$ cat src/rtl/packed_layout_body_decoder_top_macros.svh
// ----------------------------------------------------------------------------
// Packed layout body decoder - assertion macros
// Shared property wrappers for the decoder's concurrent checks.
// ----------------------------------------------------------------------------
`ifndef PACKED_LAYOUT_BODY_DECODER_TOP_MACROS_SVH
`define PACKED_LAYOUT_BODY_DECODER_TOP_MACROS_SVH

// same-cycle implication, disabled while reset is asserted
`define PLD_ASSERT_NOW(label, clk, rst_n, ante, cons) \
    label: assert property (@(posedge clk) disable iff (!(rst_n)) (ante) |-> (cons)) \
        else $error("pld assertion failed");

// next-cycle implication, disabled while reset is asserted
`define PLD_ASSERT_NEXT(label, clk, rst_n, ante, cons) \
    label: assert property (@(posedge clk) disable iff (!(rst_n)) (ante) |=> (cons)) \
        else $error("pld assertion failed");

`endif

$ cat src/rtl/pld_pkg.sv
// ----------------------------------------------------------------------------
// pld_pkg
// Types and constants shared by the packed layout body decoder.
// ----------------------------------------------------------------------------
package pld_pkg;

    localparam int BYTE_BITS = 8;

    typedef enum logic [2:0] {
        PH_IDLE,
        PH_THRESH,
        PH_CODE,
        PH_VALUE,
        PH_SKIP
    } t_phase;

    localparam logic [1:0] KIND_THRESH  = 2'd0;
    localparam logic [1:0] KIND_DIGITAL = 2'd1;
    localparam logic [1:0] KIND_ANALOG  = 2'd2;

    localparam logic [4:0] LIMIT_RESET = 5'd16;

    typedef struct packed {
        logic [7:0] data_byte;
        logic       body_start;
    } t_in_item;

    typedef struct packed {
        logic [1:0] record_kind;
        logic       layer_sel;
        logic [4:0] slot_index;
        logic [4:0] action_code;
        logic [9:0] field_value;
        logic       last_record;
    } t_out_item;

    typedef struct packed {
        t_phase     phase;
        logic [7:0] bytes_left;
        logic [7:0] bit_buffer;
        logic [3:0] bits_held;
        logic [9:0] field_accum;
        logic [3:0] bits_needed;
        logic [4:0] slot;
        logic       layer;
        logic [4:0] pending_code;
    } t_parse_state;

    typedef struct packed {
        logic consume;
        logic emit;
    } t_step_ctl;

endpackage

$ cat src/rtl/packed_layout_body_decoder_top.sv
// ----------------------------------------------------------------------------
// packed_layout_body_decoder_top
// Decodes a packed layout body byte stream into threshold and action records.
//
//   channel   direction  handshake                  payload
//   in        input      i_in_valid / o_in_ready    i_in_data  (t_in_item)
//   out       output     o_out_valid / i_out_ready  o_out_data (t_out_item)
//   cfg       input      i_cfg_we                   i_cfg_wdata (code limit)
//
// A new byte is taken only once the bits of the last one are used up, one field
// take per parse step (a layer end drops the bits left over); the single-take
// parse step in pld_step sets this.
// Byte to record: input register, parse step, output register. A full output
// register stalls the parser only if it is not read and a step has a record.
// Synchronous active-low reset returns the parser to idle, limit to 16.
// ----------------------------------------------------------------------------
`include "packed_layout_body_decoder_top_macros.svh"

module packed_layout_body_decoder_top #(
    parameter int SLOTS      = 20,
    parameter int CODE_BITS  = 5,
    parameter int VALUE_BITS = 10
) (
    input  logic               i_clk,
    input  logic               i_rst_n,
    input  logic               i_in_valid,
    output logic               o_in_ready,
    input  pld_pkg::t_in_item  i_in_data,
    output logic               o_out_valid,
    input  logic               i_out_ready,
    output pld_pkg::t_out_item o_out_data,
    input  logic               i_cfg_we,
    input  logic [4:0]         i_cfg_wdata
);
    import pld_pkg::*;

    t_parse_state r_state;
    t_parse_state n_state;
    t_step_ctl    step_ctl;
    t_out_item    step_result;
    t_in_item     r_in;
    logic         r_in_valid;
    t_out_item    r_out;
    logic         r_out_valid;
    logic [4:0]   r_limit;
    logic         stall;
    logic         consume;

    pld_step #(
        .SLOTS      (SLOTS),
        .CODE_BITS  (CODE_BITS),
        .VALUE_BITS (VALUE_BITS)
    ) u_step (
        .i_state    (r_state),
        .i_in_valid (r_in_valid),
        .i_in       (r_in),
        .i_limit    (r_limit),
        .o_state    (n_state),
        .o_ctl      (step_ctl),
        .o_result   (step_result)
    );

    assign stall       = step_ctl.emit && r_out_valid && !i_out_ready;
    assign consume     = step_ctl.consume && !stall;
    assign o_in_ready  = !r_in_valid || consume;
    assign o_out_valid = r_out_valid;
    assign o_out_data  = r_out;

    always_ff @(posedge i_clk) begin
        if (!i_rst_n) begin
            r_state     <= '0;
            r_in_valid  <= 1'b0;
            r_out_valid <= 1'b0;
            r_limit     <= LIMIT_RESET;
        end else begin
            if (!stall) begin
                r_state <= n_state;
            end
            r_in_valid <= (r_in_valid && !consume) || (i_in_valid && o_in_ready);
            if (step_ctl.emit && !stall) begin
                r_out_valid <= 1'b1;
            end else if (i_out_ready) begin
                r_out_valid <= 1'b0;
            end
            if (i_cfg_we) begin
                r_limit <= i_cfg_wdata;
            end
        end
    end

    always_ff @(posedge i_clk) begin
        if (i_in_valid && o_in_ready) begin
            r_in <= i_in_data;
        end
        if (step_ctl.emit && !stall) begin
            r_out <= step_result;
        end
    end

    `PLD_ASSERT_NOW(a_held_in_field, i_clk, i_rst_n, r_state.bits_held != 4'd0,
        r_state.phase == PH_CODE || r_state.phase == PH_VALUE)
    `PLD_ASSERT_NOW(a_need_in_field, i_clk, i_rst_n,
        r_state.phase == PH_CODE || r_state.phase == PH_VALUE, r_state.bits_needed != 4'd0)
    `PLD_ASSERT_NEXT(a_stall_holds, i_clk, i_rst_n, stall, $stable(r_state))
    `PLD_ASSERT_NEXT(a_start_thresh, i_clk, i_rst_n, consume && r_in.body_start,
        r_state.phase == PH_THRESH)

endmodule

$ cat src/rtl/pld_step.sv
// ----------------------------------------------------------------------------
// pld_step
// One parse step: a single field take from the held bits or a fresh byte,
// with the resulting next parse state and at most one decoded record.
// ----------------------------------------------------------------------------
module pld_step #(
    parameter int SLOTS      = 20,
    parameter int CODE_BITS  = 5,
    parameter int VALUE_BITS = 10
) (
    input  pld_pkg::t_parse_state i_state,
    input  logic                  i_in_valid,
    input  pld_pkg::t_in_item     i_in,
    input  logic [4:0]            i_limit,
    output pld_pkg::t_parse_state o_state,
    output pld_pkg::t_step_ctl    o_ctl,
    output pld_pkg::t_out_item    o_result
);
    import pld_pkg::*;

    logic       have_bits;
    logic       load;
    logic       start;
    logic       in_field;
    logic       do_take;
    logic       field_done;
    logic       code_done;
    logic       go_analog;
    logic       slot_done;
    logic       layer_end;
    logic       has_mod;
    logic [7:0] src_buf;
    logic [3:0] src_held;
    logic [7:0] bl_dec;
    logic [7:0] bl_cur;
    logic [3:0] take;
    logic [7:0] shifted;
    logic [8:0] mask;
    logic [9:0] acc_new;
    logic [9:0] code_diff;
    logic [3:0] held_new;
    logic [3:0] need_new;
    logic [5:0] slot_inc;
    t_phase     n_phase;

    // field take
    always_comb begin
        have_bits = i_state.bits_held != 4'd0;
        load      = !have_bits && i_in_valid;
        start     = load && i_in.body_start;
        src_buf   = have_bits ? i_state.bit_buffer : i_in.data_byte;
        src_held  = have_bits ? i_state.bits_held : 4'(BYTE_BITS);
        bl_dec    = i_state.bytes_left - 8'(i_state.bytes_left != 8'd0);
        bl_cur    = have_bits ? i_state.bytes_left : bl_dec;
        take      = (src_held < i_state.bits_needed) ? src_held : i_state.bits_needed;
        if (take == 4'd0) begin
            take = 4'd1;
        end
        shifted   = src_buf >> (src_held - take);
        mask      = (9'd1 << take) - 9'd1;
        acc_new   = (i_state.field_accum << take) | {2'b00, shifted & mask[7:0]};
        held_new  = src_held - take;
        need_new  = (i_state.bits_needed > take) ? (i_state.bits_needed - take) : 4'd0;
        code_diff = acc_new - {5'b00000, i_limit};
    end

    // slot and layer decisions
    always_comb begin
        in_field   = (i_state.phase == PH_CODE) || (i_state.phase == PH_VALUE);
        do_take    = have_bits || (load && !start && in_field);
        field_done = do_take && (need_new == 4'd0);
        code_done  = field_done && (i_state.phase == PH_CODE);
        go_analog  = code_done && (acc_new > {5'b00000, i_limit});
        slot_done  = (code_done && !go_analog) || (field_done && (i_state.phase == PH_VALUE));
        slot_inc   = {1'b0, i_state.slot} + 6'd1;
        layer_end  = slot_done && (slot_inc >= 6'(SLOTS));
        has_mod    = layer_end && !i_state.layer &&
                     ((held_new == 4'd0) ? (bl_cur > 8'd1) : (bl_cur != 8'd0));
    end

    // next phase
    always_comb begin
        n_phase = i_state.phase;
        if (start) begin
            n_phase = PH_THRESH;
        end else if (load && (i_state.phase == PH_THRESH || i_state.phase == PH_SKIP)) begin
            n_phase = PH_CODE;
        end else if (go_analog) begin
            n_phase = PH_VALUE;
        end else if (layer_end) begin
            if (!has_mod) begin
                n_phase = PH_IDLE;
            end else if (held_new == 4'd0) begin
                n_phase = PH_SKIP;
            end else begin
                n_phase = PH_CODE;
            end
        end else if (slot_done) begin
            n_phase = PH_CODE;
        end
    end

    // datapath
    always_comb begin
        o_state = i_state;
        if (start) begin
            o_state.bytes_left   = i_in.data_byte;
            o_state.bit_buffer   = '0;
            o_state.bits_held    = '0;
            o_state.field_accum  = '0;
            o_state.bits_needed  = '0;
            o_state.slot         = '0;
            o_state.layer        = 1'b0;
            o_state.pending_code = '0;
        end else if (load && (i_state.phase == PH_THRESH || i_state.phase == PH_SKIP)) begin
            o_state.bytes_left  = bl_dec;
            o_state.layer       = i_state.phase == PH_SKIP;
            o_state.slot        = '0;
            o_state.field_accum = '0;
            o_state.bits_needed = 4'(CODE_BITS);
        end else if (do_take) begin
            o_state.bytes_left  = bl_cur;
            o_state.bit_buffer  = src_buf;
            o_state.bits_held   = held_new;
            o_state.field_accum = acc_new;
            o_state.bits_needed = need_new;
            if (field_done) begin
                o_state.field_accum = '0;
                o_state.bits_needed = 4'(CODE_BITS);
            end
            if (go_analog) begin
                o_state.pending_code = code_diff[4:0];
                o_state.bits_needed  = 4'(VALUE_BITS);
            end
            if (slot_done) begin
                o_state.slot = slot_inc[4:0];
            end
            if (layer_end) begin
                o_state.bits_held = '0;
                if (has_mod) begin
                    o_state.layer = 1'b1;
                    o_state.slot  = '0;
                end
            end
        end
        o_state.phase = n_phase;
    end

    // record
    always_comb begin
        o_ctl.consume = load;
        o_ctl.emit    = (load && !start && (i_state.phase == PH_THRESH)) || slot_done;
        o_result      = '0;
        if (slot_done) begin
            o_result.record_kind = (i_state.phase == PH_VALUE) ? KIND_ANALOG : KIND_DIGITAL;
            o_result.layer_sel   = i_state.layer;
            o_result.slot_index  = i_state.slot;
            o_result.action_code = (i_state.phase == PH_VALUE) ? i_state.pending_code
                                                               : acc_new[4:0];
            o_result.field_value = (i_state.phase == PH_VALUE) ? acc_new : 10'd0;
            o_result.last_record = layer_end && !has_mod;
        end else begin
            o_result.record_kind = KIND_THRESH;
            o_result.field_value = {2'b00, i_in.data_byte};
        end
    end

endmodule

$ cat config.mk
export PLATFORM = sky130hd
export DESIGN_NAME = packed_layout_body_decoder_top
export DESIGN_NICKNAME = d
export VERILOG_FILES = /design/src/rtl/pld_pkg.sv /design/src/rtl/packed_layout_body_decoder_top.sv /design/src/rtl/pld_step.sv
export VERILOG_INCLUDE_DIRS = /design/src /design/src/rtl
export SDC_FILE = /design/constraint.sdc
export NUM_CORES = 1
export LEC_CHECK = 0
export BUFFER_PORTS_ARGS = -buffer_cell sky130_fd_sc_hd__buf_2
export CAP_MARGIN = 20
export CELL_PAD_IN_SITES_DETAIL_PLACEMENT = 0
export CELL_PAD_IN_SITES_GLOBAL_PLACEMENT = 1
export CORE_MARGIN = 5
export CORE_UTILIZATION = 42
export DETAILED_ROUTE_END_ITERATION = 6
export PLACE_DENSITY = 0.78
export REMOVE_ABC_BUFFERS = 1
export SYNTH_ARGS = -nofsm -noshare
export SYNTH_HDL_FRONTEND = slang
export SYNTH_HIERARCHICAL = 1
export SYNTH_SLANG_ARGS = --single-unit
$ cat constraint.sdc
create_clock -name i_clk -period 8.3 [get_ports i_clk]
set_input_delay 1.66 -clock i_clk [delete_from_list [all_inputs] [get_ports i_clk]]
set_output_delay 1.66 -clock i_clk [all_outputs]
set_load 0.05 [all_outputs]
# Word-level counts from Yosys, hierarchy flattened
# Index checks and enable logic that the tools add are counted.
# totals
wordCells,132
input_bits,19
ff_bits,88
output_inout_bits,26
# op_classes
mux,33
n_addsub,6
n_reduce_logical,56
n_bitwise,3
eq_ne,5
n_shift,3
n_lt_le_gt_ge,5
# ops
cell,n
two-way mux 45 bit,2
two-way mux 8 bit,5
two-way mux 4 bit,6
logical AND 1 bit,21
two-way mux 3 bit,7
two-way mux 20 bit,1
two-way mux 5 bit,4
nonzero test 8 bit,2
two-way mux 14 bit,1
logical NOT 4 bit,3
two-way mux 12 bit,1
two-way mux 6 bit,2
> comparator 10 x 5 -> 1 bit,1
bitwise OR 10 x 8 -> 10 bit,1
<< shifter 10 x 4 -> 10 bit,1
logical NOT 1 bit,9
nonzero test 3 bit,3
AND 8 bit,1
"> comparator 8 x 1 -> 1 bit, second input constant",1
AND reduction 4 bit,2
"<< shifter 1 x 4 -> 8 bit, first input constant",1
>> shifter 8 x 4 -> 8 bit,1
subtractor 4 bit,2
subtractor 8 x 1 -> 8 bit,1
19 further kinds,32

# Longest topological paths before layout
# depth
word_depth,23
depth_mapped,36
depth_no_buf,33

# By module
# The synthesis kept the hierarchy.
# by_module_without_submodules
module,cells_each,seq_area_each_um2,instances,area_each_um2
pld_step,559,0.0,1,3639.7
packed_layout_body_decoder_top,271,2092.0,1,3244.4

# Worst setup path before layout
# OpenSTA, ideal clock, no wires.
# synth_timing
path_type,reg-to-output
from,reg r_state[27] (netlist name)
to,out o_in_ready
path_buffers,6
t_arrival_ns,7.214
required_ns,6.640
path_stages_with_launch,33
setup_slack_ns,-0.574
path_cell_list,dfxtp_1 > buf_2 > nor3_2 > or2_2 > ha_1 > o21ai_1 > nand2b_1 > buf_2 > nand4_1 > and2_2 > ha_1 > buf_1 > mux4_2 > mux2_2 > nand2_1 > o21ai_0 > a32oi_1 > inv_1 > ha_1 > nor2b_1 > o21ai_0 > a21oi_1 > o22ai_1 > o21ai_0 > a211oi_2 > nand2_1 > o31ai_1 > buf_2 > or2_2 > and3b_1 > buf_6 > buf_8 > o21ai_0
# synth_lines
element,line_no,rtl
from (decl),packed_layout_body_decoder_top.sv:37,t_parse_state r_state;
from (signal assigned),packed_layout_body_decoder_top.sv:77,r_state <= n_state;
to (decl),packed_layout_body_decoder_top.sv:27,"output logic o_in_ready,"

==> impl_metrics.yaml <==
setup_path:
  endpoint_kind: "output pin"
  cpPeakStageDelay_ps: 380
  cp-start-kind: "flip-flop"
  slowest_stage: "dfxtp_1"
  reg2reg_from: "r_state[25]"
  critPathKind: "reg -> out"
  critPathRequiredTime_ps: 6640
  worst-path-max-fanout: 12
  rr_worst_depth: 31
  critical_path_buf_inv_count: 6
  path_delay_family: "simple AND/OR/NAND/NOR gates"
  worst_ep_arrival_time_ps: 6160
  r2r_end: "r_in[1]"
  r2r_setup_slack_ps: 1150
timing:
  finalCriticalPeriod_ps: 7825
  worst_slew_pin_slew_ps: 1034
  hold_viol_final: 0
  max_freq_ghz: 0.1278
  skew_ps: 6.845
  setup_viol: 0
  relSlewSlack_pct: 30.63
  min_period_over_period_pct: 94.27
  setup_tns_ps: 0
  drv_slew: 0
place:
  dpl_cell_area_sq_mm: 0.007227
  dp.final_hpwl_mm: 13.46
  io_buffer_count: 44
  dp_cells: 1061
  place.gp.congestion: 0.8997
route:
  vias: 6093
  drtAntennaViolNets: 0
  drt-total-wl_mm: 18.92
  wl_per_cell_microns: 17.55
  via_per_inst: 5.652
  drc_errors: 0
  drt_first_pass_iters: 5
  drt_iter0_markers: 492
die:
  io_pins: 45
  die_area_sq_mm: 0.01892
  rows: 46
  start_util_pct: 42.87
  die_w_microns: 137.6
  core_sq_mm: 0.01594
  die_y_microns: 137.6
clock_tree:
  clock-sinks: 87
  clockBufferDepth: 2
  cts_tree: "done"
  cts_hold_buf: 0
  cts.root.buffer_cell: "clkbuf_16"
  clock_latency_ps: 350
  numCtsBuffers: 9
  clkTransAtPathRegs_ps: 60
  h-tree-depth: 3
global_route:
  grt_pass1_vias: 5457
  grt_pass1_wl_mm: 29.86
  grt_max_degree: 102
  antenna_found_initial: 0
  track_usage_pct: 20.30
  grt-ovfl-total: 0
worst_hold_path:
  hold_path_end: "r_state[35]"
  holdCritPathClass: "reg -> reg"
  worstHoldStart: "r_state[35]"
  hold_path_depth: 2
final_layout:
  final_cell_mix: "nand2_1 (162), mux2i_1 (73), dfxtp_1 (53)"
  fillerInstances: 1586
  layout.cells.most_common: "nand2_1"
  final_cells: 1078
  fin_area_sq_mm: 0.007615
  syn2layout_area_growth_pct: 11.42
  diodes: 0
  final_nets: 901
  drive_gt1_share_pct: 16.82
status:
  outcome: "complete, no violations"
synthesis:
  yosysWarningCount: 6
  synthCells: 823
  syn_area_sq_mm: 0.006834
  synth.avg_cell_area_sq_um: 8.304
job:
  cap_viol_max_count: 0
==> how the worst max path moves through the flow <==
stage / from / slack [ps] / endpoint / cells past startpoint
floorplan: r_state[26] / -3020 / o_in_ready / 27
global placement: r_state[26] / 450 / o_in_ready / 28
detailed placement: r_state[26] / 360 / o_in_ready / 28
CTS: r_state[26] / 2 / o_in_ready / 28
global route: r_state[25] / -2 / o_in_ready / 30
finish: r_state[25] / 480 / o_in_ready / 31
==> sequential cells by signal, indices dropped and copies added (netlist names) <==
name	cells
o_out_valid	1
r_limit	5
o_out_data	24
r_in_valid	1
r_in	9
r_state	47
==> routing by layer <==
metal,vias up,share of wire [%],GRT usage [%]
li1,3015,-,-
met1,2894,50,29.79
met2,161,44,30.42
met3,23,3.8,2.958
met4,0,2.4,6.818
met5,-,0,0
==> worst register-to-register path: cells and delay by family (launching register included) <==
family | cells | cell delay (ps)
compound gates | 11 | 1920
xor+xnor | 1 | 190
fa+ha+maj | 3 | 920
buf+inv | 6 | 1440
flops | 1 | 380
mux | 1 | 330
simple gates | 9 | 1620
==> area by class of cell <==
cell class	count	area, sq um	area share [%]
flip-flops and latches	87	2073	27.23
multi-input cells	640	4355	57.20
repair buffers	76	462.9	6.080
well taps	216	270.3	3.549
inverters	43	161.4	2.120
clock inverters	5	58.81	0.7723
clock buffers	11	232.7	3.056
==> what timing repair did <==
action | in CTS | in global routing
endpoints found under the setup margin | 1 | 1
pin swaps | 0 | 2
gates cloned | 0 | 0
gates resized for setup | 1 | 16
buffers inserted | 0 | 1
endpoints found under the hold margin | 0 | 0
==> per-stage QoR <==
step	hold WS (ps)	util, %	worst slack (ps)
2_1_floorplan	440.2	-	-3018
3_3_place_gp	458.7	45.33	449.1
3_5_place_dp	470.1	45.33	360.2
4_1_cts	480.5	47.17	1.898
5_1_grt	494.1	47.76	-1.914
6_report	476.6	47.76	475.4
Power is not shown: default switching activity piles up to over one toggle a cycle in this logic, so the estimate is an artifact.
